===== src/rtl/ddt_pkg.sv =====
// Shared types for the drawdown tracker.
package ddt_pkg;

    // Sequencer states of the tracker
    typedef enum logic [1:0] {
        ST_IDLE,
        ST_CALC,
        ST_DIV,
        ST_FINISH
    } t_state;

endpackage


===== src/rtl/ddt_if.sv =====
// Valid/ready channel interfaces for the drawdown tracker input and result.
interface ddt_item_if #(
    parameter int VALUE_WIDTH = 48
);
    logic                   valid;
    logic                   ready;
    logic [VALUE_WIDTH-1:0] value;
    logic                   first;

    modport source (output valid, output value, output first, input ready);
    modport sink (input valid, input value, input first, output ready);
endinterface

interface ddt_result_if #(
    parameter int INDEX_WIDTH   = 16,
    parameter int FRACTION_BITS = 16
);
    logic                     valid;
    logic                     ready;
    logic [FRACTION_BITS:0]   drawdown;
    logic [FRACTION_BITS:0]   worst_drawdown;
    logic [INDEX_WIDTH-1:0]   dd_start_index;
    logic [INDEX_WIDTH-1:0]   dd_end_index;
    logic [INDEX_WIDTH-1:0]   run_length;
    logic [INDEX_WIDTH-1:0]   longest_run;

    modport source (
        output valid, output drawdown, output worst_drawdown, output dd_start_index,
        output dd_end_index, output run_length, output longest_run, input ready
    );
    modport sink (
        input valid, input drawdown, input worst_drawdown, input dd_start_index,
        input dd_end_index, input run_length, input longest_run, output ready
    );
endinterface


===== src/rtl/ddt_divider.sv =====
// Bit-serial restoring divider: (dividend << FRACTION_BITS) / divisor, one quotient bit a cycle.
module ddt_divider #(
    parameter int VALUE_WIDTH   = 48,
    parameter int FRACTION_BITS = 16
) (
    input  logic                     i_clk,
    input  logic                     i_rst_n,
    input  logic                     i_start,
    input  logic [VALUE_WIDTH-1:0]   i_dividend,
    input  logic [VALUE_WIDTH-1:0]   i_divisor,
    output logic                     o_last,
    output logic [FRACTION_BITS:0]   o_quotient
);
    localparam int QW = FRACTION_BITS + 1;
    localparam int CW = $clog2(QW);

    logic [VALUE_WIDTH:0]   r_rem;
    logic [VALUE_WIDTH:0]   n_rem;
    logic [VALUE_WIDTH-1:0] r_div;
    logic [QW-1:0]          r_quo;
    logic [CW-1:0]          r_count;
    logic                   r_busy;
    logic                   w_take;
    logic [VALUE_WIDTH:0]   w_left;

    // Trial subtract, then shift the partial remainder up one place
    always_comb begin
        w_take = r_rem >= {1'b0, r_div};
        w_left = w_take ? (r_rem - {1'b0, r_div}) : r_rem;
        n_rem  = {w_left[VALUE_WIDTH-1:0], 1'b0};
    end

    // Load on start, then advance one quotient bit per cycle
    always_ff @(posedge i_clk) begin
        if (!i_rst_n) begin
            r_busy <= 1'b0;
        end else if (i_start) begin
            r_rem   <= {1'b0, i_dividend};
            r_div   <= i_divisor;
            r_count <= CW'(QW - 1);
            r_busy  <= 1'b1;
        end else if (r_busy) begin
            r_rem   <= n_rem;
            r_quo   <= {r_quo[QW-2:0], w_take};
            r_count <= r_count - 1'b1;
            r_busy  <= (r_count != '0);
        end
    end

    assign o_last     = r_busy && (r_count == '0);
    assign o_quotient = r_quo;
endmodule


===== src/rtl/drawdown_tracker.sv =====
// Drawdown tracker: running peak, current and maximum drawdown, and under-peak runs.
// An item that needs a division passes from acceptance through ST_CALC, ST_DIV and
// ST_FINISH before the next item is accepted; the bit-serial divider produces one
// quotient bit a cycle in ST_DIV; ST_FINISH commits once the result register is free.
// Items that start a series, set a new peak or meet a zero peak skip ST_DIV.
// Synchronous active-low reset idles the block and closes the series.
module drawdown_tracker
    import ddt_pkg::*;
#(
    parameter int VALUE_WIDTH   = 48,
    parameter int INDEX_WIDTH   = 16,
    parameter int FRACTION_BITS = 16
) (
    input  logic          i_clk,
    input  logic          i_rst_n,
    ddt_item_if.sink      i_item,
    ddt_result_if.source  o_result
);
    localparam int QW = FRACTION_BITS + 1;

    t_state r_state;
    t_state n_state;

    // Captured transaction and decisions
    logic [VALUE_WIDTH-1:0] r_value;
    logic                   r_first;
    logic                   r_start;
    logic                   r_greater;
    logic                   r_div_used;

    // Tracker state
    logic                   r_open;
    logic [VALUE_WIDTH-1:0] r_peak;
    logic [INDEX_WIDTH-1:0] r_peak_pos;
    logic [INDEX_WIDTH-1:0] r_item_pos;
    logic [QW-1:0]          r_worst;
    logic [INDEX_WIDTH-1:0] r_worst_start;
    logic [INDEX_WIDTH-1:0] r_worst_end;
    logic [INDEX_WIDTH-1:0] r_run;
    logic [INDEX_WIDTH-1:0] r_best;

    // Output register
    logic                   r_out_valid;
    logic [QW-1:0]          r_o_dd;
    logic [QW-1:0]          r_o_max;
    logic [INDEX_WIDTH-1:0] r_o_start;
    logic [INDEX_WIDTH-1:0] r_o_end;
    logic [INDEX_WIDTH-1:0] r_o_run;
    logic [INDEX_WIDTH-1:0] r_o_best;

    logic                   w_accept;
    logic                   w_out_free;
    logic                   w_commit;
    logic                   w_calc_start;
    logic                   w_calc_greater;
    logic                   w_need_div;
    logic                   w_div_start;
    logic                   w_div_last;
    logic [QW-1:0]          w_quotient;
    logic [QW-1:0]          w_dd;
    logic [INDEX_WIDTH-1:0] w_pos_inc;
    logic [INDEX_WIDTH-1:0] w_run_inc;

    // Combinational next values for the commit
    logic [VALUE_WIDTH-1:0] n_peak;
    logic [INDEX_WIDTH-1:0] n_peak_pos;
    logic [INDEX_WIDTH-1:0] n_item_pos;
    logic [QW-1:0]          n_worst;
    logic [INDEX_WIDTH-1:0] n_worst_start;
    logic [INDEX_WIDTH-1:0] n_worst_end;
    logic [INDEX_WIDTH-1:0] n_run;
    logic [INDEX_WIDTH-1:0] n_best;

    assign w_accept   = i_item.valid && i_item.ready;
    assign w_out_free = !r_out_valid || o_result.ready;
    assign w_commit   = (r_state == ST_FINISH) && w_out_free;

    // Classify the captured item
    always_comb begin
        w_calc_start   = r_first || !r_open;
        w_calc_greater = r_value > r_peak;
        w_need_div     = !w_calc_start && !w_calc_greater && (r_peak != '0);
    end

    ddt_divider #(
        .VALUE_WIDTH   (VALUE_WIDTH),
        .FRACTION_BITS (FRACTION_BITS)
    ) u_divider (
        .i_clk      (i_clk),
        .i_rst_n    (i_rst_n),
        .i_start    (w_div_start),
        .i_dividend (r_peak - r_value),
        .i_divisor  (r_peak),
        .o_last     (w_div_last),
        .o_quotient (w_quotient)
    );

    // Next state
    always_comb begin
        n_state = r_state;
        unique case (r_state)
            ST_IDLE:   if (w_accept) n_state = ST_CALC;
            ST_CALC:   n_state = w_need_div ? ST_DIV : ST_FINISH;
            ST_DIV:    if (w_div_last) n_state = ST_FINISH;
            ST_FINISH: if (w_out_free) n_state = ST_IDLE;
            default:   n_state = ST_IDLE;
        endcase
    end

    // State machine outputs
    always_comb begin
        i_item.ready = 1'b0;
        w_div_start  = 1'b0;
        unique case (r_state)
            ST_IDLE:   i_item.ready = 1'b1;
            ST_CALC:   w_div_start  = w_need_div;
            ST_DIV:    ;
            ST_FINISH: ;
            default:   ;
        endcase
    end

    // Work out the updated tracker state for this item
    always_comb begin
        w_dd      = r_div_used ? w_quotient : '0;
        w_pos_inc = (r_item_pos == '1) ? r_item_pos : r_item_pos + 1'b1;
        w_run_inc = (r_run == '1) ? r_run : r_run + 1'b1;

        n_peak        = r_peak;
        n_peak_pos    = r_peak_pos;
        n_item_pos    = w_pos_inc;
        n_worst       = r_worst;
        n_worst_start = r_worst_start;
        n_worst_end   = r_worst_end;
        n_run         = r_run;
        n_best        = r_best;

        if (r_start) begin
            n_peak        = r_value;
            n_peak_pos    = '0;
            n_item_pos    = '0;
            n_worst       = '0;
            n_worst_start = '0;
            n_worst_end   = '0;
            n_run         = '0;
            n_best        = '0;
        end else begin
            if (r_greater) begin
                n_peak     = r_value;
                n_peak_pos = w_pos_inc;
            end else if (w_dd > r_worst) begin
                n_worst       = w_dd;
                n_worst_start = r_peak_pos;
                n_worst_end   = w_pos_inc;
            end
            // Count runs of items whose drawdown is above zero
            if (w_dd != '0) begin
                n_run = w_run_inc;
                if (w_run_inc > r_best) n_best = w_run_inc;
            end else begin
                n_run = '0;
            end
        end
    end

    // Sequencer and output valid
    always_ff @(posedge i_clk) begin
        if (!i_rst_n) begin
            r_state     <= ST_IDLE;
            r_out_valid <= 1'b0;
            r_open      <= 1'b0;
        end else begin
            r_state <= n_state;
            if (w_commit) begin
                r_out_valid <= 1'b1;
                r_open      <= 1'b1;
            end else if (o_result.ready) begin
                r_out_valid <= 1'b0;
            end
        end
    end

    // Capture the transaction and the decisions made on it
    always_ff @(posedge i_clk) begin
        if (w_accept) begin
            r_value <= i_item.value;
            r_first <= i_item.first;
        end
        if (r_state == ST_CALC) begin
            r_start    <= w_calc_start;
            r_greater  <= w_calc_greater;
            r_div_used <= w_need_div;
        end
    end

    // Commit tracker state and load the result register
    always_ff @(posedge i_clk) begin
        if (!i_rst_n) begin
            r_peak        <= '0;
            r_peak_pos    <= '0;
            r_item_pos    <= '0;
            r_worst       <= '0;
            r_worst_start <= '0;
            r_worst_end   <= '0;
            r_run         <= '0;
            r_best        <= '0;
        end else if (w_commit) begin
            r_peak        <= n_peak;
            r_peak_pos    <= n_peak_pos;
            r_item_pos    <= n_item_pos;
            r_worst       <= n_worst;
            r_worst_start <= n_worst_start;
            r_worst_end   <= n_worst_end;
            r_run         <= n_run;
            r_best        <= n_best;
        end
    end

    always_ff @(posedge i_clk) begin
        if (w_commit) begin
            r_o_dd    <= w_dd;
            r_o_max   <= n_worst;
            r_o_start <= n_worst_start;
            r_o_end   <= n_worst_end;
            r_o_run   <= n_run;
            r_o_best  <= n_best;
        end
    end

    assign o_result.valid          = r_out_valid;
    assign o_result.drawdown       = r_o_dd;
    assign o_result.worst_drawdown = r_o_max;
    assign o_result.dd_start_index = r_o_start;
    assign o_result.dd_end_index   = r_o_end;
    assign o_result.run_length     = r_o_run;
    assign o_result.longest_run    = r_o_best;
endmodule

===== src/flat_wrapper.sv =====
// flat-port wrapper written by rule: the top's interface ports become plain ports
module drawdown_tracker_flat import ddt_pkg::*;
#(
    parameter int VALUE_WIDTH   = 48,
    parameter int INDEX_WIDTH   = 16,
    parameter int FRACTION_BITS = 16
)
  (i_clk, i_rst_n, i_item_valid, i_item_value, i_item_first, i_item_ready, o_result_valid, o_result_drawdown, o_result_worst_drawdown, o_result_dd_start_index, o_result_dd_end_index, o_result_run_length, o_result_longest_run, o_result_ready);
  ddt_item_if #(.VALUE_WIDTH(VALUE_WIDTH)) i_item_i ();
  ddt_result_if #(.INDEX_WIDTH(INDEX_WIDTH), .FRACTION_BITS(FRACTION_BITS)) o_result_i ();
  input  logic i_clk;
  input  logic i_rst_n;
  input wire logic [$bits(i_item_i.valid)-1:0] i_item_valid;
  input wire logic [$bits(i_item_i.value)-1:0] i_item_value;
  input wire logic [$bits(i_item_i.first)-1:0] i_item_first;
  output wire logic [$bits(i_item_i.ready)-1:0] i_item_ready;
  output wire logic [$bits(o_result_i.valid)-1:0] o_result_valid;
  output wire logic [$bits(o_result_i.drawdown)-1:0] o_result_drawdown;
  output wire logic [$bits(o_result_i.worst_drawdown)-1:0] o_result_worst_drawdown;
  output wire logic [$bits(o_result_i.dd_start_index)-1:0] o_result_dd_start_index;
  output wire logic [$bits(o_result_i.dd_end_index)-1:0] o_result_dd_end_index;
  output wire logic [$bits(o_result_i.run_length)-1:0] o_result_run_length;
  output wire logic [$bits(o_result_i.longest_run)-1:0] o_result_longest_run;
  input wire logic [$bits(o_result_i.ready)-1:0] o_result_ready;
  assign i_item_i.valid = i_item_valid;
  assign i_item_i.value = i_item_value;
  assign i_item_i.first = i_item_first;
  assign i_item_ready = i_item_i.ready;
  assign o_result_valid = o_result_i.valid;
  assign o_result_drawdown = o_result_i.drawdown;
  assign o_result_worst_drawdown = o_result_i.worst_drawdown;
  assign o_result_dd_start_index = o_result_i.dd_start_index;
  assign o_result_dd_end_index = o_result_i.dd_end_index;
  assign o_result_run_length = o_result_i.run_length;
  assign o_result_longest_run = o_result_i.longest_run;
  assign o_result_i.ready = o_result_ready;
  drawdown_tracker #(.VALUE_WIDTH(VALUE_WIDTH), .INDEX_WIDTH(INDEX_WIDTH), .FRACTION_BITS(FRACTION_BITS)) u_core (.i_clk(i_clk), .i_rst_n(i_rst_n), .i_item(i_item_i), .o_result(o_result_i));
endmodule

===== config.mk =====
export PLATFORM = sky130hd
export DESIGN_NAME = drawdown_tracker_flat
export DESIGN_NICKNAME = d
export VERILOG_FILES = /design/src/rtl/ddt_pkg.sv /design/src/rtl/ddt_if.sv /design/src/rtl/ddt_divider.sv /design/src/rtl/drawdown_tracker.sv /design/src/flat_wrapper.sv
export SDC_FILE = /design/constraint.sdc
export NUM_CORES = 1
export LEC_CHECK = 0
export BUFFER_PORTS_ARGS = -buffer_cell sky130_fd_sc_hd__buf_2
export CAP_MARGIN = 15
export CORE_ASPECT_RATIO = 0.5
export CORE_MARGIN = 4
export CORE_UTILIZATION = 52
export CTS_CLUSTER_DIAMETER = 60
export DETAILED_ROUTE_END_ITERATION = 12
export PLACE_DENSITY = 0.73
export SLEW_MARGIN = 30
export SYNTH_ARGS = -nofsm -noshare
export SYNTH_HDL_FRONTEND = slang
export SYNTH_HIERARCHICAL = 1
export SYNTH_SLANG_ARGS = --single-unit

===== constraint.sdc =====
create_clock -name i_clk -period 5.01 [get_ports i_clk]
set_input_delay 1.002 -clock i_clk [delete_from_list [all_inputs] [get_ports i_clk]]
set_output_delay 1.002 -clock i_clk [all_outputs]
set_load 0.01 [all_outputs]

==> metrics.txt <==
Total GRT Usage=0.2450; DRC Markers=0; Worst setup SP type=flip-flop; Flop pwr share=0.471; most common cell after layout, fill and taps aside=nand2_1; Leakage=10.07 nW; clk root buf=clkbuf_16; largest net degree at the start of global routing=97; initial antenna violation count=0; Max-Cap Viols=0; clock share of power=0.335; Clk Latency, worst-skew pair=550 ps; H-tree levels=2; vias=19,380; Synth area leaders=edfxtp_1, dfxtp_1, ha_1; hpwl dp=46,270 um; period utilization=0.8658; sequential area share after synthesis=0.4708; Hold Buf Count CTS=0; Worst R2R End=u_core/u_divider/r_rem[41]$_DFFE_PP_; most frequent cells in the layout=nand2_1, a21oi_1, edfxtp_1, nor2_1; utilization after layout=0.5863; Final #Nets=2,814; Worst R2R Path Depth=16; Setup violations, final=0; VDD IR-drop max=258.3 uV; setup bufs post-CTS=0; die width=313.2 um; Power Density=337.1 nW/um^2; Max Clk Rate=0.2305 GHz; CP max FO=51; die height=160.6 um; worst setup path startpoint=u_core/r_peak[0]$_SDFFE_PN0P_; global-route wire length before repair=100,200 um; TritonCTS Buffers=40; design area=26,750 um^2; combinational share of power=0.194; area leader, netlist=edfxtp_1; Sink Count=435; initial drt markers=1,935; critical path endpoint category=flip-flop; CP required=5300 ps; Synth Register Bits=435; initial core utilization=0.5308; Min Hold Slack=472.2 ps; Slew Limit Headroom=0.4070; cells after synthesis=2,537; CTS tree=yes; Switching Fraction=0.2937; DP Area=25,460 um^2; final number of hold-violating endpoints=0; Post-synth ARST share=0; capture point of the critical path=u_core/u_divider/r_rem[41]$_DFFE_PP_; min-delay src=u_core/r_peak_pos[1]$_SDFFE_PN0P_; die area=50,300 um^2; Yosys warning total=6; post-CTS sizing=0; Total Wirelength=63,170 um; status=complete, no violations; wire per inst=19.25 um; Antenna Cells=0; fin. max-slew vios=0; Max Clock Skew=14.21 ps; post-synthesis cell type count=97; Yosys top cell area share=0.3335; FF-to-FF Start=u_core/r_peak[0]$_SDFFE_PN0P_; post-synth net total=2,728; DR vias/cell=5.905; # rows=55; GR Overflow Total=0; Worst Tran Pin Value=886.2 ps; Crit Path Class=flip-flop to flip-flop; RSZ-0062 raised after global routing=no; Placer Congestion=0.9213; Max Root-Sink Buffers=3; hold crit path type=flip-flop to flip-flop; Post-synth EDFFs=269; Top Ports=153; Setup TNS Final=0 ps; Fillers=3,851; Post-synth top flop=edfxtp_1; NetSw=2.649 mW; DR pass1 iterations=5; Worst EP arrival=4630 ps; Syn-to-layout area delta=10.46%; core area=45,630 um^2; syn_area_per_cell=9.546 um^2; Port Buffers=152; CTS clk-pin slew, worst paths=60 ps; post-route ant nets=0; mapped cell area=24,220 um^2; share of layout cells above drive strength 1=0.1255; final worst path period need=4337 ps; R2R setup slack=670 ps; vias in the first global route=18,080; Internal=6.368 mW
[synth_stat cells (5+ instances only)]
master and number:
a32oi_1 6, a31o_2 8, o21bai_1 14, nand2b_1 16, mux2_2 31, a2bb2oi_1 5, a311oi_1 6, mux2i_1 23
a21o_1 60, o21ai_1 19, edfxtp_1 269, a22oi_1 5, a31oi_1 21, a211oi_1 8, o21ai_0 58, a21oi_2 6
nand3b_1 9, buf_2 34, nor4_1 23, xnor2_1 68, a41oi_1 5, buf_1 6, buf_6 5, and4_1 5
nor2b_1 13, inv_1 167, xor2_1 37, nor3_1 30, nand2_1 355, o211ai_1 14, nand4_1 38, nor2_1 181
ha_1 136, nand3_1 49, o31ai_1 13, and3_1 25, clkbuf_1 85, and2_1 44, a21oi_1 296, dfxtp_1 166
o21a_1 20, a32o_1 54
[area by class of cell]
type                            instances  area [um^2]  share of cell area
Clock buffer                           68         1251             0.04677
Clock inverter                          5        37.54            0.001403
Inverter                              170        643.1             0.02404
Multi-Input combinational cell       1795        11620              0.4343
Sequential cell                       435        11400              0.4262
Tap cell                              627        784.5             0.02933
Timing Repair Buffer                  181         1016             0.03798
[through the flow]
step,setup slack [ps],total power [mW],cells
floorplan,118.3,5.451,2537
global placement,842.3,6.027,3208
detailed placement,702.5,6.049,3208
CTS,693.6,9.056,3281
global route,403.4,9.427,3281
finish,672.5,9.017,3281
[worst min path at each step]
stage	end	slack, ps	depth (start not counted)
6_report	u_core/r_peak_pos[1]$_SDFFE_PN0P_	470	2
5_1_grt	u_core/r_peak_pos[5]$_SDFFE_PN0P_	500	2
4_1_cts	u_core/r_peak_pos[1]$_SDFFE_PN0P_	470	2
3_5_place_dp	u_core/u_divider/o_quotient[10]$_DFFE_PP_	460	0
2_1_floorplan	u_core/r_open$_SDFFE_PN0P_	440	2
3_3_place_gp	u_core/r_open$_SDFFE_PN0P_	450	2
[state kept, by name (all words and copies together) (netlist names), 17 cells and up]
| name | count |
|---|---|
| u_core/u_divider/r_div | 48 |
| u_core/r_peak | 48 |
| u_core/u_divider/r_rem | 49 |
| u_core/r_worst | 17 |
| u_core/o_result.worst_drawdown | 17 |
| u_core/o_result.drawdown | 17 |
| u_core/r_value | 48 |
| u_core/u_divider/o_quotient | 17 |
[power groups by stage]
stage	Sequential [mW]	Combinational [mW]	Clock, mW
6_report	4.24	1.75	3.02
2_1_floorplan	4.31	1.14	0
3_3_place_gp	4.31	1.72	0
3_5_place_dp	4.32	1.73	0
4_1_cts	4.24	1.74	3.07
5_1_grt	4.27	1.93	3.23
[metal layers]
| layer | up-vias | global-route usage | wire, um |
|---|---|---|---|
| met2 | 672 | 0.3840 | 28360 |
| met4 | 0 | 0.05303 | 1207 |
| met3 | 85 | 0.03056 | 4069 |
| met5 | - | 0 | 0 |
| met1 | 9307 | 0.3657 | 29530 |
| li1 | 9311 | - | - |
[worst max-delay path: stages (launching register included)]
cell and delay (ps):
dfxtp_1 380, inv_1 60, ha_1 230, fa_1 430, and2b_1 240, o2111ai_1 140, a31o_2 310, o21a_1 190
nor3_2 170, buf_4 170, a31o_2 240, a21oi_2 90, and3b_1 390, clkinv_1 180, buf_4 350, and3_1 240
a221o_1 250
[logic make-up (layout without fill, tap and decap cells)]
group                    Yosys count  after routing  share of synthesized area
XOR/XNOR                         108            108                    0.03999
flip-flops                       435            435                     0.4708
buffers and inverters            307            424                    0.05166
adder cells (fa/ha/maj)          138            138                    0.07192
multiplexers                      55             55                    0.02454
AND/OR/NAND/NOR                  824            824                     0.1592
AO/OA/AOI/OAI                    670            670                     0.1820
Power figures use the tool's default switching activity.
